**src/rtl/gzhs_pkg.sv**
```systemverilog
// Shared types for the gzip header stripper: result kinds, result beats and queue entries.
package gzhs_pkg;

    // Kind of one result beat.
    typedef enum logic [2:0] {
        KIND_HEADER  = 3'd0,
        KIND_PAYLOAD = 3'd1,
        KIND_BAD     = 3'd2,
        KIND_TRUNC   = 3'd3,
        KIND_END     = 3'd4
    } kind_t;

    // One result beat as it leaves the block.
    typedef struct packed {
        kind_t       kind;
        logic [7:0]  payload_byte;
        logic        wrapped;
        logic        last;
    } result_t;

    // One classified input byte: one or two result beats.
    typedef struct packed {
        logic    two;
        result_t first;
        result_t second;
    } cmd_t;

endpackage

```
**src/rtl/gzhs_in_if.sv**
```systemverilog
// Byte stream channel into the gzip header stripper.
interface gzhs_in_if;
    logic       valid;
    logic       ready;
    logic [7:0] data_byte;
    logic       end_of_stream;

    modport source (output valid, output data_byte, output end_of_stream, input ready);
    modport sink (input valid, input data_byte, input end_of_stream, output ready);
endinterface

```
**src/rtl/gzhs_out_if.sv**
```systemverilog
// Result channel out of the gzip header stripper.
interface gzhs_out_if;
    logic       valid;
    logic       ready;
    logic [2:0] kind;
    logic [7:0] payload_byte;
    logic       wrapped;
    logic       last;

    modport source (output valid, output kind, output payload_byte, output wrapped,
                    output last, input ready);
    modport sink (input valid, input kind, input payload_byte, input wrapped,
                  input last, output ready);
endinterface

```
**src/rtl/gzhs_front.sv**
```systemverilog
// Front end: header state machine that classifies each input beat into queue entries.
module gzhs_front
    import gzhs_pkg::*;
(
    input  logic         clk,
    input  logic         rst_n,
    gzhs_in_if.sink      in_stream,
    input  logic         q_full,
    output logic         q_push,
    output cmd_t         q_cmd
);

    // Header parsing phases, one-hot.
    typedef enum logic [13:0] {
        PH_MAGIC0  = 14'h0001,
        PH_MAGIC1  = 14'h0002,
        PH_METHOD  = 14'h0004,
        PH_FLAGS   = 14'h0008,
        PH_FIXED   = 14'h0010,
        PH_XLEN_LO = 14'h0020,
        PH_XLEN_HI = 14'h0040,
        PH_XDATA   = 14'h0080,
        PH_NAME    = 14'h0100,
        PH_COMMENT = 14'h0200,
        PH_HCRC    = 14'h0400,
        PH_PAYLOAD = 14'h0800,
        PH_RAW     = 14'h1000,
        PH_DONE    = 14'h2000
    } phase_t;

    // Starting points for the search of the next optional header section.
    typedef enum logic [1:0] {
        FROM_XLEN    = 2'd0,
        FROM_NAME    = 2'd1,
        FROM_COMMENT = 2'd2
    } from_t;

    localparam logic [7:0] GZ_ID1          = 8'h1F;
    localparam logic [7:0] GZ_ID2          = 8'h8B;
    localparam logic [7:0] GZ_CM_DEFLATE   = 8'h08;
    localparam logic [7:0] GZ_FLG_RESERVED = 8'hE0;
    localparam logic [7:0] GZ_FLG_HCRC     = 8'h02;
    localparam logic [7:0] GZ_FLG_EXTRA    = 8'h04;
    localparam logic [7:0] GZ_FLG_NAME     = 8'h08;
    localparam logic [7:0] GZ_FLG_COMMENT  = 8'h10;

    // Bit positions of the stored flags.
    localparam int FB_HCRC    = 0;
    localparam int FB_EXTRA   = 1;
    localparam int FB_NAME    = 2;
    localparam int FB_COMMENT = 3;

    phase_t      phase_reg, phase_next;
    logic [7:0]  held_reg, held_next;
    logic [3:0]  flags_reg, flags_next;
    logic [15:0] skip_reg, skip_next;
    logic        wrapped_reg, wrapped_next;

    logic        accept;
    logic [7:0]  b;
    logic        eos;
    logic [15:0] skip_dec;
    logic [15:0] xlen;
    logic        push;
    logic        two;
    kind_t       k0, k1;
    logic [7:0]  b0, b1;

    // Picks the next present header section at or after the given one.
    function automatic phase_t advance(input from_t from, input logic [3:0] flags);
        phase_t ph;
        priority if (from == FROM_XLEN && flags[FB_EXTRA]) begin
            ph = PH_XLEN_LO;
        end
        else if ((from == FROM_XLEN || from == FROM_NAME) && flags[FB_NAME]) begin
            ph = PH_NAME;
        end
        else if (flags[FB_COMMENT]) begin
            ph = PH_COMMENT;
        end
        else if (flags[FB_HCRC]) begin
            ph = PH_HCRC;
        end
        else begin
            ph = PH_PAYLOAD;
        end
        return ph;
    endfunction

    assign in_stream.ready = !q_full;
    assign accept   = in_stream.valid && !q_full;
    assign b        = in_stream.data_byte;
    assign eos      = in_stream.end_of_stream;
    assign skip_dec = skip_reg - 16'd1;
    assign xlen     = {b, skip_reg[7:0]};

    // Classification of the accepted beat and the next header state.
    always_comb
    begin
        phase_next   = phase_reg;
        held_next    = held_reg;
        flags_next   = flags_reg;
        skip_next    = skip_reg;
        wrapped_next = wrapped_reg;
        push = 1'b0;
        two  = 1'b0;
        k0   = KIND_HEADER;
        k1   = KIND_HEADER;
        b0   = 8'd0;
        b1   = 8'd0;
        if (accept)
        begin
            unique case (phase_reg)
                PH_MAGIC0:
                begin
                    push = 1'b1;
                    if (eos)
                    begin
                        k0 = KIND_END;
                        phase_next = PH_DONE;
                    end
                    else
                    begin
                        held_next  = b;
                        phase_next = PH_MAGIC1;
                    end
                end
                PH_MAGIC1:
                begin
                    push = 1'b1;
                    if (eos)
                    begin
                        two = 1'b1;
                        k0  = KIND_PAYLOAD;
                        b0  = held_reg;
                        k1  = KIND_END;
                        phase_next = PH_DONE;
                    end
                    else if (held_reg == GZ_ID1 && b == GZ_ID2)
                    begin
                        wrapped_next = 1'b1;
                        phase_next   = PH_METHOD;
                    end
                    else
                    begin
                        // No gzip magic: replay the held byte ahead of this one.
                        two = 1'b1;
                        k0  = KIND_PAYLOAD;
                        b0  = held_reg;
                        k1  = KIND_PAYLOAD;
                        b1  = b;
                        phase_next = PH_RAW;
                    end
                end
                PH_PAYLOAD, PH_RAW:
                begin
                    push = 1'b1;
                    if (eos)
                    begin
                        k0 = KIND_END;
                        phase_next = PH_DONE;
                    end
                    else
                    begin
                        k0 = KIND_PAYLOAD;
                        b0 = b;
                    end
                end
                PH_METHOD, PH_FLAGS, PH_FIXED, PH_XLEN_LO, PH_XLEN_HI, PH_XDATA,
                PH_NAME, PH_COMMENT, PH_HCRC:
                begin
                    push = 1'b1;
                    if (eos)
                    begin
                        k0 = KIND_TRUNC;
                        phase_next = PH_DONE;
                    end
                    else if (phase_reg == PH_FLAGS &&
                             (held_reg != GZ_CM_DEFLATE || (b & GZ_FLG_RESERVED) != 8'd0))
                    begin
                        k0 = KIND_BAD;
                        phase_next = PH_DONE;
                    end
                    else
                    begin
                        unique case (phase_reg)
                            PH_METHOD:
                            begin
                                held_next  = b;
                                phase_next = PH_FLAGS;
                            end
                            PH_FLAGS:
                            begin
                                flags_next[FB_HCRC]    = (b & GZ_FLG_HCRC) != 8'd0;
                                flags_next[FB_EXTRA]   = (b & GZ_FLG_EXTRA) != 8'd0;
                                flags_next[FB_NAME]    = (b & GZ_FLG_NAME) != 8'd0;
                                flags_next[FB_COMMENT] = (b & GZ_FLG_COMMENT) != 8'd0;
                                skip_next  = 16'd6;
                                phase_next = PH_FIXED;
                            end
                            PH_FIXED:
                            begin
                                skip_next = skip_dec;
                                if (skip_dec == 16'd0)
                                begin
                                    phase_next = advance(FROM_XLEN, flags_reg);
                                end
                            end
                            PH_XLEN_LO:
                            begin
                                skip_next  = {8'd0, b};
                                phase_next = PH_XLEN_HI;
                            end
                            PH_XLEN_HI:
                            begin
                                skip_next = xlen;
                                if (xlen == 16'd0)
                                begin
                                    phase_next = advance(FROM_NAME, flags_reg);
                                end
                                else
                                begin
                                    phase_next = PH_XDATA;
                                end
                            end
                            PH_XDATA:
                            begin
                                skip_next = skip_dec;
                                if (skip_dec == 16'd0)
                                begin
                                    phase_next = advance(FROM_NAME, flags_reg);
                                end
                            end
                            PH_NAME:
                            begin
                                if (b == 8'd0)
                                begin
                                    phase_next = advance(FROM_COMMENT, flags_reg);
                                end
                            end
                            PH_COMMENT:
                            begin
                                if (b == 8'd0)
                                begin
                                    phase_next = flags_reg[FB_HCRC] ? PH_HCRC : PH_PAYLOAD;
                                end
                            end
                            PH_HCRC:
                            begin
                                skip_next = skip_dec;
                                if (skip_dec == 16'd0)
                                begin
                                    phase_next = PH_PAYLOAD;
                                end
                            end
                            default:
                            begin
                                phase_next = PH_DONE;
                            end
                        endcase
                    end
                end
                PH_DONE:
                begin
                    phase_next = PH_DONE;
                end
                default:
                begin
                    phase_next = PH_DONE;
                end
            endcase
            // Entering the header CRC loads its two-byte count.
            if (phase_next == PH_HCRC && phase_reg != PH_HCRC)
            begin
                skip_next = 16'd2;
            end
        end
    end

    // Queue entry for this beat.
    always_comb
    begin
        q_push = push;
        q_cmd.two                 = two;
        q_cmd.first.kind          = k0;
        q_cmd.first.payload_byte  = b0;
        q_cmd.first.wrapped       = wrapped_next;
        q_cmd.first.last          = !two;
        q_cmd.second.kind         = k1;
        q_cmd.second.payload_byte = b1;
        q_cmd.second.wrapped      = wrapped_next;
        q_cmd.second.last         = 1'b1;
    end

    always_ff @(posedge clk or negedge rst_n)
    begin
        if (!rst_n)
        begin
            phase_reg   <= PH_MAGIC0;
            held_reg    <= 8'd0;
            flags_reg   <= 4'd0;
            skip_reg    <= 16'd0;
            wrapped_reg <= 1'b0;
        end
        else
        begin
            phase_reg   <= phase_next;
            held_reg    <= held_next;
            flags_reg   <= flags_next;
            skip_reg    <= skip_next;
            wrapped_reg <= wrapped_next;
        end
    end

`ifndef ASSERT_OFF
    // Once the stream is finished the parser never leaves the final phase.
    a_done_sticky: assert property (@(posedge clk) disable iff (!rst_n)
        phase_reg == PH_DONE |=> phase_reg == PH_DONE)
        else $error("parser left the final phase");

    // A two-beat entry only arises from the second stream byte.
    a_two_from_magic: assert property (@(posedge clk) disable iff (!rst_n)
        q_push && q_cmd.two |-> phase_reg == PH_MAGIC1 && !wrapped_next)
        else $error("two-beat entry outside magic check");
`endif

endmodule

```
**src/rtl/gzhs_queue.sv**
```systemverilog
// Short queue of classified entries between the front end and the result serializer.
module gzhs_queue
    import gzhs_pkg::*;
#(
    parameter int DEPTH = 4
)
(
    input  logic clk,
    input  logic rst_n,
    input  logic push,
    input  cmd_t push_cmd,
    input  logic pop,
    output logic full,
    output logic not_empty,
    output cmd_t head
);

    localparam int PW = (DEPTH > 1) ? $clog2(DEPTH) : 1;
    localparam int CW = $clog2(DEPTH + 1);
    localparam logic [PW-1:0] LAST_PTR = PW'(DEPTH - 1);
    localparam logic [CW-1:0] FULL_CNT = CW'(DEPTH);

    cmd_t          mem_reg [DEPTH];
    logic [PW-1:0] wr_ptr_reg, wr_ptr_next;
    logic [PW-1:0] rd_ptr_reg, rd_ptr_next;
    logic [CW-1:0] count_reg, count_next;
    logic          do_push, do_pop;

    assign full      = count_reg == FULL_CNT;
    assign not_empty = count_reg != '0;
    assign head      = mem_reg[rd_ptr_reg];
    assign do_push   = push && !full;
    assign do_pop    = pop && not_empty;

    // Pointer and fill count update.
    always_comb
    begin
        wr_ptr_next = wr_ptr_reg;
        rd_ptr_next = rd_ptr_reg;
        count_next  = count_reg;
        if (do_push)
        begin
            wr_ptr_next = (wr_ptr_reg == LAST_PTR) ? '0 : wr_ptr_reg + 1'b1;
        end
        if (do_pop)
        begin
            rd_ptr_next = (rd_ptr_reg == LAST_PTR) ? '0 : rd_ptr_reg + 1'b1;
        end
        if (do_push && !do_pop)
        begin
            count_next = count_reg + 1'b1;
        end
        else if (do_pop && !do_push)
        begin
            count_next = count_reg - 1'b1;
        end
    end

    always_ff @(posedge clk or negedge rst_n)
    begin
        if (!rst_n)
        begin
            wr_ptr_reg <= '0;
            rd_ptr_reg <= '0;
            count_reg  <= '0;
        end
        else
        begin
            wr_ptr_reg <= wr_ptr_next;
            rd_ptr_reg <= rd_ptr_next;
            count_reg  <= count_next;
        end
    end

    // Entry storage.
    always_ff @(posedge clk)
    begin
        if (do_push)
        begin
            mem_reg[wr_ptr_reg] <= push_cmd;
        end
    end

`ifndef ASSERT_OFF
    // The front end never pushes into a full queue.
    a_no_overflow: assert property (@(posedge clk) disable iff (!rst_n)
        push |-> !full)
        else $error("push into full queue");
`endif

endmodule

```
**src/rtl/gzhs_back.sv**
```systemverilog
// Back end: turns queue entries into single result beats behind an output register.
module gzhs_back
    import gzhs_pkg::*;
(
    input  logic       clk,
    input  logic       rst_n,
    input  logic       q_valid,
    input  cmd_t       q_head,
    output logic       q_pop,
    gzhs_out_if.source out_stream
);

    logic    out_valid_reg, out_valid_next;
    result_t out_reg, out_next;
    logic    pend_valid_reg, pend_valid_next;
    result_t pend_reg, pend_next;
    logic    advance_out;

    assign advance_out = !out_valid_reg || out_stream.ready;
    assign q_pop       = advance_out && !pend_valid_reg && q_valid;

    // Load the output register from the pending second beat first, else from the queue.
    always_comb
    begin
        out_valid_next  = out_valid_reg;
        out_next        = out_reg;
        pend_valid_next = pend_valid_reg;
        pend_next       = pend_reg;
        if (advance_out)
        begin
            if (pend_valid_reg)
            begin
                out_valid_next  = 1'b1;
                out_next        = pend_reg;
                pend_valid_next = 1'b0;
            end
            else if (q_valid)
            begin
                out_valid_next  = 1'b1;
                out_next        = q_head.first;
                pend_next       = q_head.second;
                pend_valid_next = q_head.two;
            end
            else
            begin
                out_valid_next = 1'b0;
            end
        end
    end

    always_ff @(posedge clk or negedge rst_n)
    begin
        if (!rst_n)
        begin
            out_valid_reg  <= 1'b0;
            pend_valid_reg <= 1'b0;
        end
        else
        begin
            out_valid_reg  <= out_valid_next;
            pend_valid_reg <= pend_valid_next;
        end
    end

    always_ff @(posedge clk)
    begin
        out_reg  <= out_next;
        pend_reg <= pend_next;
    end

    assign out_stream.valid        = out_valid_reg;
    assign out_stream.kind         = out_reg.kind;
    assign out_stream.payload_byte = out_reg.payload_byte;
    assign out_stream.wrapped      = out_reg.wrapped;
    assign out_stream.last         = out_reg.last;

`ifndef ASSERT_OFF
    // A pending second beat always sits behind a valid, unmarked first beat.
    a_pend_behind_first: assert property (@(posedge clk) disable iff (!rst_n)
        pend_valid_reg |-> out_valid_reg && !out_reg.last)
        else $error("second beat pending without its first beat");
`endif

endmodule

```
**src/rtl/gzip_header_stripper.sv**
```systemverilog
// Top level of the gzip header stripper: front end, entry queue and result serializer.
// The block takes one stream byte per cycle while the entry queue has room and gives one result
// beat per cycle while the output is ready. Each byte yields one result, except the second
// byte of a stream that turns out not to be gzip (and an end right after the first byte), which
// yields two; the result serializer in the back end sends them in turn, and the entry queue of
// QUEUE_DEPTH entries (at least 2) absorbs the extra beat and output stalls. A byte's first
// result passes through the entry queue and then the output register. After a bad header, a
// truncated header or the end marker, further bytes are taken and give no results until reset.
module gzip_header_stripper
    import gzhs_pkg::*;
#(
    parameter int QUEUE_DEPTH = 4
)
(
    input  logic       clk,
    input  logic       rst_n,
    gzhs_in_if.sink    in_stream,
    gzhs_out_if.source out_stream
);

    logic q_push, q_full, q_pop, q_valid;
    cmd_t q_cmd, q_head;

    gzhs_front u_front (
        .clk       (clk),
        .rst_n     (rst_n),
        .in_stream (in_stream),
        .q_full    (q_full),
        .q_push    (q_push),
        .q_cmd     (q_cmd)
    );

    gzhs_queue #(
        .DEPTH (QUEUE_DEPTH)
    ) u_queue (
        .clk       (clk),
        .rst_n     (rst_n),
        .push      (q_push),
        .push_cmd  (q_cmd),
        .pop       (q_pop),
        .full      (q_full),
        .not_empty (q_valid),
        .head      (q_head)
    );

    gzhs_back u_back (
        .clk        (clk),
        .rst_n      (rst_n),
        .q_valid    (q_valid),
        .q_head     (q_head),
        .q_pop      (q_pop),
        .out_stream (out_stream)
    );

endmodule
```
**src/flat_wrapper.sv**
```systemverilog
// flat-port wrapper written by rule: the top's interface ports become plain ports
module gzip_header_stripper_flat import gzhs_pkg::*;
#(
    parameter int QUEUE_DEPTH = 4
)
  (clk, rst_n, in_stream_valid, in_stream_data_byte, in_stream_end_of_stream, in_stream_ready, out_stream_valid, out_stream_kind, out_stream_payload_byte, out_stream_wrapped, out_stream_last, out_stream_ready);
  gzhs_in_if in_stream_i ();
  gzhs_out_if out_stream_i ();
  input  logic clk;
  input  logic rst_n;
  input wire logic [$bits(in_stream_i.valid)-1:0] in_stream_valid;
  input wire logic [$bits(in_stream_i.data_byte)-1:0] in_stream_data_byte;
  input wire logic [$bits(in_stream_i.end_of_stream)-1:0] in_stream_end_of_stream;
  output wire logic [$bits(in_stream_i.ready)-1:0] in_stream_ready;
  output wire logic [$bits(out_stream_i.valid)-1:0] out_stream_valid;
  output wire logic [$bits(out_stream_i.kind)-1:0] out_stream_kind;
  output wire logic [$bits(out_stream_i.payload_byte)-1:0] out_stream_payload_byte;
  output wire logic [$bits(out_stream_i.wrapped)-1:0] out_stream_wrapped;
  output wire logic [$bits(out_stream_i.last)-1:0] out_stream_last;
  input wire logic [$bits(out_stream_i.ready)-1:0] out_stream_ready;
  assign in_stream_i.valid = in_stream_valid;
  assign in_stream_i.data_byte = in_stream_data_byte;
  assign in_stream_i.end_of_stream = in_stream_end_of_stream;
  assign in_stream_ready = in_stream_i.ready;
  assign out_stream_valid = out_stream_i.valid;
  assign out_stream_kind = out_stream_i.kind;
  assign out_stream_payload_byte = out_stream_i.payload_byte;
  assign out_stream_wrapped = out_stream_i.wrapped;
  assign out_stream_last = out_stream_i.last;
  assign out_stream_i.ready = out_stream_ready;
  gzip_header_stripper #(.QUEUE_DEPTH(QUEUE_DEPTH)) u_core (.clk(clk), .rst_n(rst_n), .in_stream(in_stream_i), .out_stream(out_stream_i));
endmodule
```
**config.mk**
```make
export PLATFORM = sky130hd
export DESIGN_NAME = gzip_header_stripper_flat
export DESIGN_NICKNAME = d
export VERILOG_FILES = /design/src/rtl/gzhs_pkg.sv /design/src/rtl/gzhs_in_if.sv /design/src/rtl/gzhs_out_if.sv /design/src/rtl/gzhs_front.sv /design/src/rtl/gzhs_queue.sv /design/src/rtl/gzhs_back.sv /design/src/rtl/gzip_header_stripper.sv /design/src/flat_wrapper.sv
export SDC_FILE = /design/constraint.sdc
export NUM_CORES = 1
export LEC_CHECK = 0
export BUFFER_PORTS_ARGS = -buffer_cell sky130_fd_sc_hd__buf_2
export CORE_MARGIN = 3
export CORE_UTILIZATION = 37
export CTS_CLUSTER_SIZE = 20
export DETAILED_ROUTE_END_ITERATION = 6
export PLACE_DENSITY_LB_ADDON = 0.3
export SLEW_MARGIN = 0
export SYNTH_ARGS = -nofsm -noshare
export SYNTH_HDL_FRONTEND = slang
export SYNTH_HIERARCHICAL = 1
export SYNTH_SLANG_ARGS = --single-unit
```
**constraint.sdc**
```tcl
create_clock -name clk -period 10.3 [get_ports clk]
set_input_delay 2.06 -clock clk [delete_from_list [all_inputs] [get_ports clk]]
set_output_delay 2.06 -clock clk [all_outputs]
set_load 0.005 [all_outputs]
```
# ---- Yosys cells after proc, flatten, opt, wreduce, memory -nomap -nowiden
# Memories as Yosys holds them, arrays and structs flattened.
# Index checks and enable logic that the tools add are counted.
dict set report word_totals {
  inputBits 13
  word_cells 166
  ff_bits 78
  output_inout_bits 15
  ram_bits 104
  mem_count 1
}
dict set report classes {
  muxes 71
  n_reduce_logical 39
  n_addsub 5
  n_bitwise 3
  eq_ne 28
}
# name depth width rd rd_ports_with_merged_regs wr line
set memory_table {}
lappend memory_table {u_core.u_queue.mem_reg 4 26 1 0 1 gzhs_queue.sv:23} ;# cmd_t mem_reg [DEPTH];
# cell n
set op_table {}
lappend op_table {{2-to-1 mux 14 bit} 12}
lappend op_table {{one-hot mux 14 bit (9 select lines)} 1}
lappend op_table {{2-to-1 mux 8 bit} 12}
lappend op_table {{2-to-1 mux 16 bit} 4}
lappend op_table {{one-hot mux 16 bit (4 select lines)} 1}
lappend op_table {{one-hot mux 14 bit (4 select lines)} 1}
lappend op_table {{2-to-1 mux 12 bit} 4}
lappend op_table {{2-to-1 mux 13 bit} 3}
lappend op_table {{zero test 16 bit} 2}
lappend op_table {{one-hot mux 8 bit (2 select lines)} 2}
lappend op_table {{== test 14 x 11 -> 1 bit, second input constant} 2}
lappend op_table {{2-to-1 mux 3 bit} 8}
lappend op_table {{2-to-1 mux 1 bit} 18}
lappend op_table {{subtractor 16 x 1 -> 16 bit, second input constant} 1}
lappend op_table {{== test 14 x 1 -> 1 bit, second input constant} 1}
lappend op_table {{== test 14 x 10 -> 1 bit, second input constant} 1}
lappend op_table {{== test 14 x 12 -> 1 bit, second input constant} 1}
lappend op_table {{== test 14 x 13 -> 1 bit, second input constant} 1}
lappend op_table {{== test 14 x 2 -> 1 bit, second input constant} 1}
lappend op_table {{== test 14 x 3 -> 1 bit, second input constant} 1}
lappend op_table {{== test 14 x 4 -> 1 bit, second input constant} 1}
lappend op_table {{== test 14 x 5 -> 1 bit, second input constant} 1}
lappend op_table {{== test 14 x 6 -> 1 bit, second input constant} 1}
lappend op_table {{== test 14 x 7 -> 1 bit, second input constant} 1}
lappend op_table {{other kinds (33)} 65}

# ---- Longest topological paths before layout
# Gate-level depths: netlist of run 1.
dict set report logic_depth {
  ltp_word 14
  depth_mapped 15
}

# ---- By module
# Netlist of run 1, hierarchy kept.
# mod seq_area_each_um2 area_per_inst_um2 cells_each n_inst
set by_module_without_submodules {}
lappend by_module_without_submodules {gzhs_queue 3418.3 4360.4 178 1}
lappend by_module_without_submodules {gzhs_front 1077.3 3495.9 424 1}
lappend by_module_without_submodules {gzhs_back 830.8 1091.0 53 1}

# ---- Least setup slack after synthesis of run 1
# OpenSTA, ideal clock, no wires.
dict set report synth_path {
  path_kind {input to register}
  from {input in_stream_valid}
  to {memory u_core/u_queue/mem_reg[3][0] in the netlist's numbering (enable)}
  path_stages 5
  setup_time_ns 0.411
  t_arrival_ns 3.736
  t_required_ns 9.889
  n_path_buf 1
  slack_ns 6.153
  path_cell_list {nand2_1 > clkbuf_1 > nor2_1 > nand2_1 > nor2_1}
}
dict set report synth_via {
  elab_chain_cells 5
}
# item line
set synth_rtl {}
lappend synth_rtl {{start: declaration} flat_wrapper.sv:11} ;# input wire logic [$bits(in_stream_i.valid)-1:0] in_stream_valid;
lappend synth_rtl {{logical AND 1 bit} gzhs_front.sv:91} ;# assign accept = in_stream.valid && !q_full;
lappend synth_rtl {{2-to-1 mux 1 bit} gzhs_front.sv:111} ;# if (accept)
lappend synth_rtl {{named net u_core.q_push} gzip_header_stripper.sv:21} ;# logic q_push, q_full, q_pop, q_valid;
lappend synth_rtl {{logical AND 1 bit} gzhs_queue.sv:32} ;# assign do_push = push && !full;
lappend synth_rtl {{2-to-1 mux 1 bit} gzhs_queue.sv:78} ;# if (do_push)
lappend synth_rtl {{2-to-1 mux 1 bit (not written as such)} gzhs_queue.sv:80} ;# mem_reg[wr_ptr_reg] <= push_cmd;
lappend synth_rtl {{end: declaration} gzhs_queue.sv:23}
# The timed path passes the listed nets, and every way through them passes these cells.

# ---- Worst setup path after layout of run 1
dict set report layout_path {
  from {input in_stream_data_byte[7]}
  to {register u_core.u_front.skip_reg[5]}
}
dict set report layout_via {
  elab_chain_cells 11
  word_cells_on_any_way 26
  cone_classes {5 x eq/ne; 11 x mux; 10 x reduce/logical}
}
# item line
set layout_rtl {}
lappend layout_rtl {{start: declaration} flat_wrapper.sv:12} ;# input wire logic [$bits(in_stream_i.data_byte)-1:0] in_stream_data_byte;
lappend layout_rtl {{zero test 16 bit, or another cell as far along} gzhs_front.sv:217} ;# if (xlen == 16'd0)
lappend layout_rtl {{2-to-1 mux 14 bit, or another cell as far along} gzhs_front.sv:217}
lappend layout_rtl {{one-hot mux 14 bit (9 select lines) / logical AND 1 bit (equally long branches)} {gzhs_front.sv:186, gzhs_front.sv:178}}
lappend layout_rtl {{2-to-1 mux 14 bit} gzhs_front.sv:178} ;# else if (phase_reg == PH_FLAGS &&
lappend layout_rtl {{2-to-1 mux 14 bit} gzhs_front.sv:173} ;# if (eos)
lappend layout_rtl {{one-hot mux 14 bit (4 select lines)} gzhs_front.sv:113} ;# unique case (phase_reg)
lappend layout_rtl {{2-to-1 mux 14 bit} gzhs_front.sv:111}
lappend layout_rtl {{== test 14 x 11 -> 1 bit} gzhs_front.sv:273} ;# if (phase_next == PH_HCRC && phase_reg != PH_HCRC)
lappend layout_rtl {{logical AND 1 bit} gzhs_front.sv:273}
lappend layout_rtl {{!= test 2 bit (no line), or another cell as far along} -}
lappend layout_rtl {{AND reduction 6 bit (no line)} -}
lappend layout_rtl {{end signal: assignment} gzhs_front.sv:310} ;# skip_reg <= skip_next;
lappend layout_rtl {{end: declaration} gzhs_front.sv:56} ;# logic [15:0] skip_reg, skip_next;
# Several ways; a longest one is shown, not always the timed one. The select of a mux whose other input is x is not followed.
# A chain may end at the register's enable or synchronous reset.

==> results of run 1 <==
## worst paths after layout
path | endpoint | slack, ns | depth (start not counted)
hold reg to reg | u_core/u_queue/count_reg[2] | 0.51 | 1
min in group asynchronous | u_core/u_queue/rd_ptr_reg[1] | 1.77 | 2
setup / recovery | u_core/u_front/skip_reg[5] | 6.20 | 8
max in group asynchronous | u_core/u_queue/rd_ptr_reg[0] | 8.02 | 2
hold / removal | u_core/u_queue/count_reg[2] | 0.51 | 1
setup reg to reg | u_core/u_queue/count_reg[2] | 6.49 | 13
## area by class of cell
type	instances	area (um2)
fillers	2172	13700
flip-flops and latches	186	5330
multi-input cells	415	3310
clock buffers	17	425
well taps	319	399
clock inverters	15	218
repair buffers	37	210
inverters	15	56.3
## power by group
group          internal (uW)  switching, uW  total (uW)
registers                886           71.4         957
logic                    189            135         324
clock network            358            331         689
## cells in the mapped netlist (4+ instances only)
cell type and n:
sky130_fd_sc_hd__edfxtp_1 134, sky130_fd_sc_hd__xor2_1 6, sky130_fd_sc_hd__clkbuf_1 10, sky130_fd_sc_hd__or4_1 4, sky130_fd_sc_hd__nand4_1 12, sky130_fd_sc_hd__mux2_2 19, sky130_fd_sc_hd__inv_1 15, sky130_fd_sc_hd__nand2b_1 5
sky130_fd_sc_hd__o31a_1 4, sky130_fd_sc_hd__nand2_1 32, sky130_fd_sc_hd__and4_1 4, sky130_fd_sc_hd__a31oi_1 4, sky130_fd_sc_hd__a21o_1 5, sky130_fd_sc_hd__nor3_1 24, sky130_fd_sc_hd__or3_1 6, sky130_fd_sc_hd__a32oi_1 4
sky130_fd_sc_hd__a22oi_1 10, sky130_fd_sc_hd__nor2b_1 5, sky130_fd_sc_hd__o21ai_0 22, sky130_fd_sc_hd__buf_2 14, sky130_fd_sc_hd__xnor2_1 9, sky130_fd_sc_hd__o31ai_1 5, sky130_fd_sc_hd__dfrtp_1 51, sky130_fd_sc_hd__o21ai_1 14
sky130_fd_sc_hd__nand3_1 10, sky130_fd_sc_hd__mux2_4 8, sky130_fd_sc_hd__and3_1 5, sky130_fd_sc_hd__nor2_1 56, sky130_fd_sc_hd__a21oi_1 16, sky130_fd_sc_hd__buf_4 8, sky130_fd_sc_hd__mux4_2 26, sky130_fd_sc_hd__ha_1 8
sky130_fd_sc_hd__nor4_1 9, sky130_fd_sc_hd__and2_1 14, sky130_fd_sc_hd__buf_6 4
## cells by family (layout without fill, tap and decap cells)
group	count (synthesis)	count (layout)	synth area share
xor+xnor	15	15	0.0147
flops	186	186	0.595
other cells	2	2	0.000839
buf+inv	54	84	0.0350
mux	57	57	0.109
compound gates	108	108	0.0824
fa+ha+maj	9	9	0.0134
simple gates	224	224	0.149
## critical path, cell delays in order
cell	delay (ns)
sky130_fd_sc_hd__buf_2	0.17
sky130_fd_sc_hd__or4_1	0.54
sky130_fd_sc_hd__nor3_1	0.34
sky130_fd_sc_hd__o211a_1	0.30
sky130_fd_sc_hd__o41ai_2	0.10
sky130_fd_sc_hd__buf_4	0.21
sky130_fd_sc_hd__nor3_4	0.34
sky130_fd_sc_hd__mux2_1	0.36
## through the flow
step / power (uW) / instance area (um2) / instances
after floorplan: 1220 / 8950 / 655
after global placement: 1300 / 9300 / 972
after detailed placement: 1310 / 9300 / 972
after CTS: 2000 / 9950 / 1004
after global routing: 2070 / 9950 / 1004
final: 1970 / 9950 / 1004
## per-layer routing
layer	vias up	share of wire	global-route usage
li1	2564	-	-
met1	2806	0.45	0.210
met4	0	0.015	0.0450
met3	24	0.049	0.0344
met2	172	0.49	0.257
met5	-	0	0
==> impl_results.rst, run 1 <==
.. list-table::
   :header-rows: 1

   * - Metric
     - Value
   * - Run status
     - complete, no violations
   * - DP Worst Slack
     - approximately 5.8 ns
   * - Max Clk Rate
     - approximately 240 MHz
   * - CTS root buf
     - sky130_fd_sc_hd__clkbuf_16
   * - Number of buffers added by the clock tree synthesis step
     - 17
   * - Setup repair after global routing missed its margin
     - no
   * - Top-area cell type share of the netlist area
     - 0.450
   * - Synthesis-stage register bit count
     - ~190
   * - Number of warnings reported in the yosys synthesis log
     - 6
   * - Type of the worst setup path
     - primary input to flip-flop
   * - Starting density of the core
     - 0.379
   * - Worst Setup Start Kind
     - primary input
   * - Number of diodes added for antenna fixing
     - 0
   * - Overall routed net length
     - between 15000 and 20000 um
   * - Arrival time worst endpoint
     - roughly 4.4 ns
   * - Final setup violation count
     - 0
   * - EDFF count, synth
     - 134
   * - Number of nets with antenna violations after routing
     - 0
   * - Commonest non-fill, non-tap cell in the layout
     - sky130_fd_sc_hd__edfxtp_1
   * - Required arrival time at the worst endpoint
     - between 10 and 15 ns
   * - Buffer count from post-CTS setup fixing
     - 0
   * - Core footprint
     - roughly 0.024 mm2
   * - Crit path setup slack, layout
     - just over 6 ns
   * - Final period demand of the worst path
     - around 4.1 ns
   * - Number of optimization iterations in the first detailed-route pass
     - 5
   * - Vertical extent of the die
     - about 160 um
   * - H-Tree Depth
     - 4
   * - CTS tree
     - yes
   * - Syn Inst Count
     - between 600 and 700
   * - Final max-slew violation count
     - 0
   * - Skew final
     - around 0.014 ns
   * - Largest net degree at the start of global routing
     - between 50 and 60
   * - Vias in the first global route
     - between 5000 and 6000
   * - Tightest slew margin relative to the limit
     - 0.260
   * - Detailed-route wire length per cell
     - ~19 um
   * - Number of antenna violations at the first check in global routing
     - 0
   * - Die X-Extent
     - 162 um
   * - Overall die area
     - between 0.02 and 0.03 mm2
   * - Share of the clock period used by the worst path
     - 0.398
   * - Most frequent cells in the layout
     - sky130_fd_sc_hd__edfxtp_1 (134), sky130_fd_sc_hd__nor2_1 (55), sky130_fd_sc_hd__dfrtp_1 (50)
   * - Number of violations of the max-capacitance limit
     - 0
   * - Rows
     - 56
   * - Cts hold-fix bufs
     - 0
   * - Global-route wire length before repair
     - 31900 um
   * - Kind of end point of the critical path
     - flip-flop
   * - Gr usage total
     - 0.156
   * - Maximum fanout count along the critical path
     - 12
   * - Net count after synthesis
     - 677
   * - Worst slew pin tran
     - around 1.1 ns
   * - Cell types occupying the most area after synthesis
     - sky130_fd_sc_hd__edfxtp_1 (45%), sky130_fd_sc_hd__dfrtp_1 (14%), sky130_fd_sc_hd__mux4_2 (6.5%), sky130_fd_sc_hd__mux2_2 (2.4%), sky130_fd_sc_hd__nor2_1 (2.3%)
   * - Count of unresolved DRC violations after routing
     - 0
   * - Share of synthesized registers carrying an async set or reset
     - 0.280
   * - Synthesis-to-finish area growth
     - 11.2%
   * - Proportion of layout cells with a drive suffix above 1
     - 0.232
   * - Gates resized, CTS repair
     - 0
   * - Startpoint of the worst setup timing path
     - in_stream_data_byte[7]
   * - Clock transition at the registers of the reported paths
     - 0.08 ns
   * - Number of flip-flops in the largest register
     - about 110
   * - Number of placed I/O pins
     - 28
   * - Leading register cell type out of synthesis
     - sky130_fd_sc_hd__edfxtp_1
   * - Hold Vio Cnt, Final
     - 0
   * - Number of buffer cells added on primary ports
     - 27
   * - Maximum count of clock buffers along a single path
     - 2
   * - Launching point of the worst reg2reg path
     - u_core/u_front/phase_reg[11]
   * - Worst VDD drop
     - between 100 and 150 uV
   * - Clock latency on the worst-skew pair
     - 0.44 ns
   * - LEAKAGE
     - 0.00341 uW
   * - Power density over cell area
     - roughly 200 mW/mm2
   * - Residual overflow from global routing
     - 0
   * - Final estimated routing congestion in global placement
     - 0.884
   * - Post-DP HPWL
     - ~13000 um
   * - Fraction of the yosys area taken by sequential cells
     - 0.595
   * - Worst Hold Class
     - flip-flop to flip-flop
   * - Mean instance size in the synthesized netlist
     - between 10 and 15 um2
   * - Tightest hold margin
     - around 0.51 ns
   * - Net total in the final layout
     - ~690
   * - Via count
     - roughly 5600
   * - Post-detailed-route via-to-cell ratio
     - 5.54
   * - Beginning of the worst hold path
     - u_core/u_queue/count_reg[2]
   * - Detailed Route Iter0 Violations
     - 500
   * - Cell area after synthesis
     - around 0.0089 mm2
   * - Number of clock sinks
     - ~190
   * - Total negative slack
     - 0 ns
   * - Top cell type by total area after synthesis
     - sky130_fd_sc_hd__edfxtp_1
   * - Finished Core Util
     - 0.421
   * - Count of cell types in the netlist
     - 81
Note: power is estimated with default switching activity, not from simulation.
==> inputs of run 2 (changes only) <==
clock period = 3.28 ns   (was 10.3 ns; I/O delays follow)
==> impl_results.rst, run 2 (synthesis results as in run 1) <==
.. list-table::
   :header-rows: 1

   * - Metric
     - Value
   * - LEAKAGE
     - 0.00361 uW (+5.8%)
   * - Met2 wirelength from detailed routing
     - 9970 um (+5.6%)
   * - Tightest slew margin relative to the limit
     - 0.223 (-0.0371)
   * - Number of placed cells counting well taps
     - 1012 (+4.1%)
   * - Maximum fanout count along the critical path
     - 5 (-7)
   * - Gr usage total
     - 0.162 (+0.00529)
   * - Combinational group share of total power
     - 0.183 (+0.018)
   * - Number of violations of the max-capacitance limit
     - 0 (unchanged)
   * - Number of diodes added for antenna fixing
     - 0 (unchanged)
   * - H-Tree Depth
     - 4 (unchanged)
   * - Die X-Extent
     - 162 um (unchanged)
   * - Final max-slew violation count
     - 0 (unchanged)
   * - R2R cell count
     - 13 (unchanged)
   * - Tightest hold margin
     - 0.468 ns (-0.0448 ns)
   * - Cell Int Power
     - 4480 uW (+210%)
   * - Setup repair after global routing missed its margin
     - no
   * - Run status
     - complete, no violations
   * - Switching power total
     - 1610 uW (+200%)
   * - Clock network power share
     - 0.333 (-0.017)
   * - Overall die area
     - 0.0261 mm2 (unchanged)
   * - Launching point of the worst reg2reg path
     - u_core/u_front/phase_reg[1]
   * - Commonest non-fill, non-tap cell in the layout
     - sky130_fd_sc_hd__edfxtp_1
   * - Proportion of layout cells with a drive suffix above 1
     - 0.280 (+0.0475)
   * - Post-route non-filler standard cell count
     - 1045 (+4.1%)
   * - Number of flip-flops in the largest register
     - 108 (unchanged)
   * - Met3 wire len
     - 984 um (+2.5%)
   * - Power density over cell area
     - 592 mW/mm2 (+200%)
   * - Final estimated routing congestion in global placement
     - 0.882 (-0.22%)
   * - Largest net degree at the start of global routing
     - 46 (-13%)
   * - Post-route cell area
     - 0.0103 mm2 (+3.4%)
   * - Count of unresolved DRC violations after routing
     - 0 (unchanged)
   * - Most frequent cells in the layout
     - sky130_fd_sc_hd__edfxtp_1 (134), sky130_fd_sc_hd__nor2_1 (55), sky130_fd_sc_hd__dfrtp_1 (50)
   * - Highest signal layer in the routed design
     - met4
   * - Cells traversed along the worst timing path
     - or4_4 > nor4_4 > a21oi_1 > nand3_2 > nor3_1 > nor2_1 > nor2b_4 > ha_1 > inv_1 > fa_1 > xor2_1 > nor2_1 > xor2_1
   * - Switching fraction of total power
     - 0.265 (-0.00811)
   * - Synthesis-to-finish area growth
     - 15.0%
   * - Number of placed I/O pins
     - 28 (unchanged)
   * - Number of buffer cells added on primary ports
     - 27 (unchanged)
   * - Kind of end point of the critical path
     - flip-flop
   * - Arrival time worst endpoint
     - 3.42 ns (-1.00 ns)
   * - Vias in the first global route
     - 5841 (+2.9%)
   * - Maximum count of clock buffers along a single path
     - 2 (unchanged)
   * - Detailed Route Iter0 Violations
     - 524 (+4.8%)
   * - Fill cells
     - 2138 (-1.6%)
   * - Worst slew pin tran
     - 1.16 ns (+0.0597 ns)
   * - Worst VDD drop
     - 443 uV (+310%)
   * - Skew final
     - 0.0113 ns (-0.00262 ns)
   * - Reg-to-reg endpoint
     - u_core/u_queue/count_reg[2]
   * - CTS root buf
     - sky130_fd_sc_hd__clkbuf_16
   * - Proportion of power drawn by flip-flops and latches
     - 0.483 (-0.003)
   * - Vertical extent of the die
     - 162 um (unchanged)
   * - Total negative slack
     - 0 ns (unchanged)
   * - Post-detailed-route via-to-cell ratio
     - 5.49 (-1.0%)
   * - Type of the worst setup path
     - flip-flop to flip-flop
   * - Share of the clock period used by the worst path
     - 0.937
   * - Core footprint
     - 0.0236 mm2 (unchanged)
   * - Post-Place Cell Area
     - 0.00965 mm2 (+3.8%)
   * - Final setup violation count
     - 0 (unchanged)
   * - Residual overflow from global routing
     - 0 (unchanged)
   * - Global-route wire length before repair
     - 32600 um (+2.2%)
   * - Critical Path Slowest Stage Cell
     - sky130_fd_sc_hd__or4_4
   * - Max Clk Rate
     - about 330 MHz
   * - Number of antenna violations at the first check in global routing
     - 0 (unchanged)
   * - Starting density of the core
     - 0.379 (unchanged)
   * - Number of nets with antenna violations after routing
     - 0 (unchanged)
   * - Number of optimization iterations in the first detailed-route pass
     - 5 (unchanged)
   * - Hold Vio Cnt, Final
     - 0 (unchanged)
   * - Cts hold-fix bufs
     - 0 (unchanged)
   * - Worst reg2reg setup slack
     - 0.21 ns (-6.28 ns)
   * - Via count
     - 5735 (+3.0%)
   * - CTS tree
     - yes
   * - Number of buffers added by the clock tree synthesis step
     - 17 (unchanged)
   * - Highest cell delay on the worst timing path
     - 0.62 ns (+0.08 ns)
   * - Rows
     - 56 (unchanged)
   * - Detailed-route wire length per cell
     - 19.8 um (+2.2%)
   * - Worst Setup Start Kind
     - flip-flop
   * - Final period demand of the worst path
     - a little over 3 ns
   * - Clock latency on the worst-skew pair
     - 0.43 ns (about the same)
   * - Number of clock sinks
     - 186 (unchanged)
   * - Required arrival time at the worst endpoint
     - 3.63 ns (-6.99 ns)
   * - Finished Core Util
     - 0.436 (+0.0145)
   * - Overall routed net length
     - 20700 um (+6.4%)
   * - Clock transition at the registers of the reported paths
     - 0.07 ns (about the same)
   * - Total routed wire length on the met1 layer
     - 9410 um (+7.9%)
   * - Net total in the final layout
     - 735 (+5.9%)
   * - Worst Hold Class
     - primary input to asynchronous set/reset pin
   * - Post-DP HPWL
     - 14100 um (+9.8%)
[run 2: cell count changes in the layout (fill, tap and decap cells not counted), moves of 2 or more]
cell,before,now
sky130_fd_sc_hd__clkinvlp_4,0,2
sky130_fd_sc_hd__clkinv_8,6,1
sky130_fd_sc_hd__nor4_4,3,5
sky130_fd_sc_hd__buf_12,0,4
sky130_fd_sc_hd__nor4_1,9,7
sky130_fd_sc_hd__inv_8,2,5
sky130_fd_sc_hd__inv_12,2,0
sky130_fd_sc_hd__buf_4,10,47
sky130_fd_sc_hd__clkinv_2,0,2
[run 2: area by class of cell]
cell class / instances / area (um2) / area share
flip-flops and latches: 186 / 5330 / 0.518
clock inverters: 14 / 154 / 0.0150
clock buffers: 18 / 429 / 0.0417
multi-input cells: 415 / 3350 / 0.326
repair buffers: 78 / 568 / 0.0552
inverters: 15 / 56.3 / 0.00547
well taps: 319 / 399 / 0.0388
[run 2: per-stage QoR]
stage | power [uW] | setup WS, ns
2_1_floorplan | 3840 | 0.104
3_3_place_gp | 4120 | 0.177
3_5_place_dp | 4140 | 0.102
4_1_cts | 6180 | 0.0685
5_1_grt | 6380 | 0.0117
6_report | 6100 | 0.207
[run 2: per-layer routing]
metal,vias to the layer above,track usage
met5,-,0
met4,0,0.0430
met2,158,0.263
met3,29,0.0382
met1,2910,0.219
li1,2638,-
[run 2: worst max-delay path by stage]
stage,cells after the start,end,start
floorplan,9,u_core/u_queue/mem_reg[0][0],u_core/u_front/phase_reg[3]
global placement,14,u_core/u_queue/count_reg[2],u_core/u_front/phase_reg[11]
detailed placement,14,u_core/u_queue/count_reg[2],u_core/u_front/phase_reg[11]
CTS,14,u_core/u_queue/count_reg[2],u_core/u_front/phase_reg[11]
global route,14,u_core/u_queue/count_reg[2],u_core/u_front/phase_reg[11]
finish,13,u_core/u_queue/count_reg[2],u_core/u_front/phase_reg[1]
[run 2: repair_timing]
action	4_1_cts	5_1_grt
setup endpoints to repair	0	2
resized for setup	0	7
setup buffers	0	1
[run 2: critical path: cells and delay by family (launching register included)]
family                   cells  cell delay, ns
AO/OA/AOI/OAI                1            0.14
buffers and inverters        1            0.06
AND/OR/NAND/NOR              7            1.54
adder cells (fa/ha/maj)      2            0.55
XOR/XNOR                     2            0.33
flip-flops                   1            0.39
[run 2: power by group through the flow]
| stage | Clock, uW | Combinational [uW] | Sequential, uW |
|---|---|---|---|
| 2_1_floorplan | 0 | 920 | 2920 |
| 3_5_place_dp | 0 | 1130 | 3010 |
| 6_report | 2030 | 1120 | 2950 |
| 4_1_cts | 2080 | 1140 | 2960 |
| 3_3_place_gp | 0 | 1120 | 3000 |
| 5_1_grt | 2190 | 1210 | 2980 |
==> inputs of run 3 (changes only) <==
BUFFER_PORTS_ARGS = not set   (was -buffer_cell sky130_fd_sc_hd__buf_2)
DONT_BUFFER_PORTS = 1   (was not set)
==> impl_results.rst, run 3 (synthesis results as in run 1) <==
.. list-table::
   :header-rows: 1

   * - Metric
     - Value
   * - Clock latency on the worst-skew pair
     - 0.44 ns (about the same)
   * - Critical Path Slowest Stage Cell
     - sky130_fd_sc_hd__or4_4
   * - CTS tree
     - yes
   * - Skew final
     - 0.0126 ns (+0.00130 ns)
   * - Proportion of layout cells with a drive suffix above 1
     - 0.253 (-0.0271)
   * - Overall die area
     - 0.0261 mm2 (unchanged)
   * - Hold Vio Cnt, Final
     - 0 (unchanged)
   * - Maximum fanout count along the critical path
     - 7 (+2)
   * - Type of the worst setup path
     - flip-flop to flip-flop
   * - Worst Hold Class
     - primary input to asynchronous set/reset pin
   * - Net total in the final layout
     - 702 (-4.5%)
   * - Number of antenna violations at the first check in global routing
     - 0 (unchanged)
   * - Highest cell delay on the worst timing path
     - 0.57 ns (-0.05 ns)
   * - Maximum count of clock buffers along a single path
     - 2 (unchanged)
   * - Die X-Extent
     - 162 um (unchanged)
   * - Finished Core Util
     - 0.432 (-0.00350)
   * - Number of clock sinks
     - 186 (unchanged)
   * - Detailed-route wire length per cell
     - 19.3 um (-2.3%)
   * - Tightest slew margin relative to the limit
     - 0.231 (+0.00801)
   * - Tightest hold margin
     - 0.0579 ns (-0.410 ns)
   * - Post-detailed-route via-to-cell ratio
     - 5.56 (+1.4%)
   * - Power density over cell area
     - 599 mW/mm2 (+1.1%)
   * - Final period demand of the worst path
     - 3.08 ns (+0.00907 ns)
   * - Required arrival time at the worst endpoint
     - 3.64 ns (about the same)
   * - Kind of end point of the critical path
     - flip-flop
   * - Rows
     - 56 (unchanged)
   * - Worst VDD drop
     - 342 uV (-23%)
   * - Largest net degree at the start of global routing
     - 52 (+13%)
   * - Vertical extent of the die
     - 162 um (unchanged)
   * - Number of flip-flops in the largest register
     - 108 (unchanged)
   * - Number of buffer cells added on primary ports
     - 0 (-100%)
   * - Starting density of the core
     - 0.379 (unchanged)
   * - Number of placed cells counting well taps
     - 978 (-3.4%)
   * - Number of nets with antenna violations after routing
     - 0 (unchanged)
   * - Buf+Inv Stages, Crit Path
     - 2 (+1)
   * - Final estimated routing congestion in global placement
     - 0.852 (-3.3%)
   * - LEAKAGE
     - 0.00351 uW (-2.7%)
   * - Final setup violation count
     - 0 (unchanged)
   * - Fill cells
     - 2172 (+1.6%)
   * - Share of the clock period used by the worst path
     - 0.940 (+0.00276)
   * - Core footprint
     - 0.0236 mm2 (unchanged)
   * - Global-route wire length before repair
     - 31700 um (-2.5%)
   * - Number of diodes added for antenna fixing
     - 0 (unchanged)
   * - Setup repair after global routing missed its margin
     - no
   * - Number of violations of the max-capacitance limit
     - 0 (unchanged)
   * - CTS root buf
     - sky130_fd_sc_hd__clkbuf_16
   * - Gr usage total
     - 0.155 (-0.00629)
   * - H-Tree Depth
     - 4 (unchanged)
   * - Cells traversed along the worst timing path
     - or4_4 > buf_4 > nor2_4 > nand4_1 > nand3_2 > nor3_1 > nor2_1 > nor2b_4 > ha_4 > inv_1 > fa_1 > xor2_1 > nor2_1 > xor2_1
   * - Post-DP HPWL
     - 13300 um (-5.8%)
   * - Clock transition at the registers of the reported paths
     - 0.08 ns (about the same)
   * - Final max-slew violation count
     - 0 (unchanged)
   * - Overall routed net length
     - 19500 um (-5.4%)
   * - Arrival time worst endpoint
     - 3.44 ns (+0.02 ns)
   * - Number of placed I/O pins
     - 28 (unchanged)
   * - Residual overflow from global routing
     - 0 (unchanged)
   * - Number of optimization iterations in the first detailed-route pass
     - 5 (unchanged)
   * - Via count
     - 5631 (-1.8%)
   * - Max Clk Rate
     - 324 MHz (-0.29%)
   * - Dominant delay contributor by cell family on the critical path
     - simple AND/OR/NAND/NOR gates
   * - Post-route non-filler standard cell count
     - 1012 (-3.2%)
   * - Synthesis-to-finish area growth
     - 14.1%
   * - Most frequent cells in the layout
     - sky130_fd_sc_hd__edfxtp_1 (134), sky130_fd_sc_hd__nor2_1 (55), sky130_fd_sc_hd__dfrtp_1 (49)
   * - Total negative slack
     - 0 ns (unchanged)
   * - Run status
     - complete, no violations
   * - Detailed Route Iter0 Violations
     - 466 (-11%)
   * - Number of buffers added by the clock tree synthesis step
     - 17 (unchanged)
   * - Worst slew pin tran
     - 1.14 ns (-0.0245 ns)
   * - Vias in the first global route
     - 5752 (-1.5%)
   * - Worst Setup Start Kind
     - flip-flop
   * - Count of unresolved DRC violations after routing
     - 0 (unchanged)
   * - Commonest non-fill, non-tap cell in the layout
     - sky130_fd_sc_hd__edfxtp_1
-- run 3: cell count changes in the layout (fill, tap and decap cells not counted), sizes merged --
cell / change
buf: -33
bufinv: -1
inv: -1
clkbuf: -1
clkinvlp: -1
clkinv: +4
-- run 3: routing by layer --
metal / wire, um / GRT usage
met1: 8530 / 0.194
met2: 9900 / 0.272
met3: 855 / 0.0331
met4: 256 / 0.0458
met5: 0 / 0
-- run 3: through the flow --
stage / total power [uW] / setup WS (ns) / area [um2]
detailed placement: 4050 / 0.163 / 9480
floorplan: 3840 / 0.104 / 8950
global placement: 4020 / 0.196 / 9480
finish: 6110 / 0.198 / 10200
CTS: 6200 / 0.152 / 10100
global route: 6400 / 0.0386 / 10200
-- run 3: worst reg2reg max path, cell delays in order (launching register included) --
cell	delay (ns)
sky130_fd_sc_hd__dfrtp_2	0.45
sky130_fd_sc_hd__or4_4	0.57
sky130_fd_sc_hd__buf_4	0.18
sky130_fd_sc_hd__nor2_4	0.08
sky130_fd_sc_hd__nand4_1	0.18
sky130_fd_sc_hd__nand3_2	0.13
sky130_fd_sc_hd__nor3_1	0.06
sky130_fd_sc_hd__nor2_1	0.17
sky130_fd_sc_hd__nor2b_4	0.19
sky130_fd_sc_hd__ha_4	0.14
sky130_fd_sc_hd__inv_1	0.05
sky130_fd_sc_hd__fa_1	0.37
sky130_fd_sc_hd__xor2_1	0.17
sky130_fd_sc_hd__nor2_1	0.12
sky130_fd_sc_hd__xor2_1	0.16
-- run 3: power breakdown --
part / internal, uW / leakage, uW / switching, uW
Clock: 1060 / 0.000299 / 1060
Sequential: 2780 / 0.00181 / 166
Combinational: 586 / 0.00140 / 454
Total: 4430 / 0.00351 / 1680
-- run 3: worst paths after layout --
| check | cells after the start | start | end | slack [ns] |
|---|---|---|---|---|
| min reg2reg | 1 | u_core/u_queue/count_reg[2] | u_core/u_queue/count_reg[2] | 0.51 |
| max | 14 | u_core/u_front/phase_reg[10] | u_core/u_queue/count_reg[2] | 0.20 |
| max reg2reg | 14 | u_core/u_front/phase_reg[10] | u_core/u_queue/count_reg[2] | 0.20 |
| min | 0 | rst_n | u_core/u_front/phase_reg[0] | 0.06 |
| min in group clk | 2 | in_stream_data_byte[3] | u_core/u_front/flags_reg[2] | 0.35 |
| max in group asynchronous | 1 | rst_n | u_core/u_front/phase_reg[10] | 2.94 |
-- run 3: final cells by class --
| class | count | area, um2 | share of cell area |
|---|---|---|---|
| clock inverters | 15 | 208 | 0.0204 |
| inverters | 15 | 56.3 | 0.00552 |
| well taps | 319 | 399 | 0.0391 |
| multi-input cells | 415 | 3360 | 0.330 |
| repair buffers | 45 | 424 | 0.0416 |
| flip-flops and latches | 186 | 5330 | 0.522 |
| clock buffers | 17 | 425 | 0.0417 |
-- run 3: repair_timing --
action                     CTS  global route
gates resized for setup      0            12
hold buffers                 1             0
buffers inserted             0             1
setup endpoints to repair    0             2
hold endpoints to repair    51             0
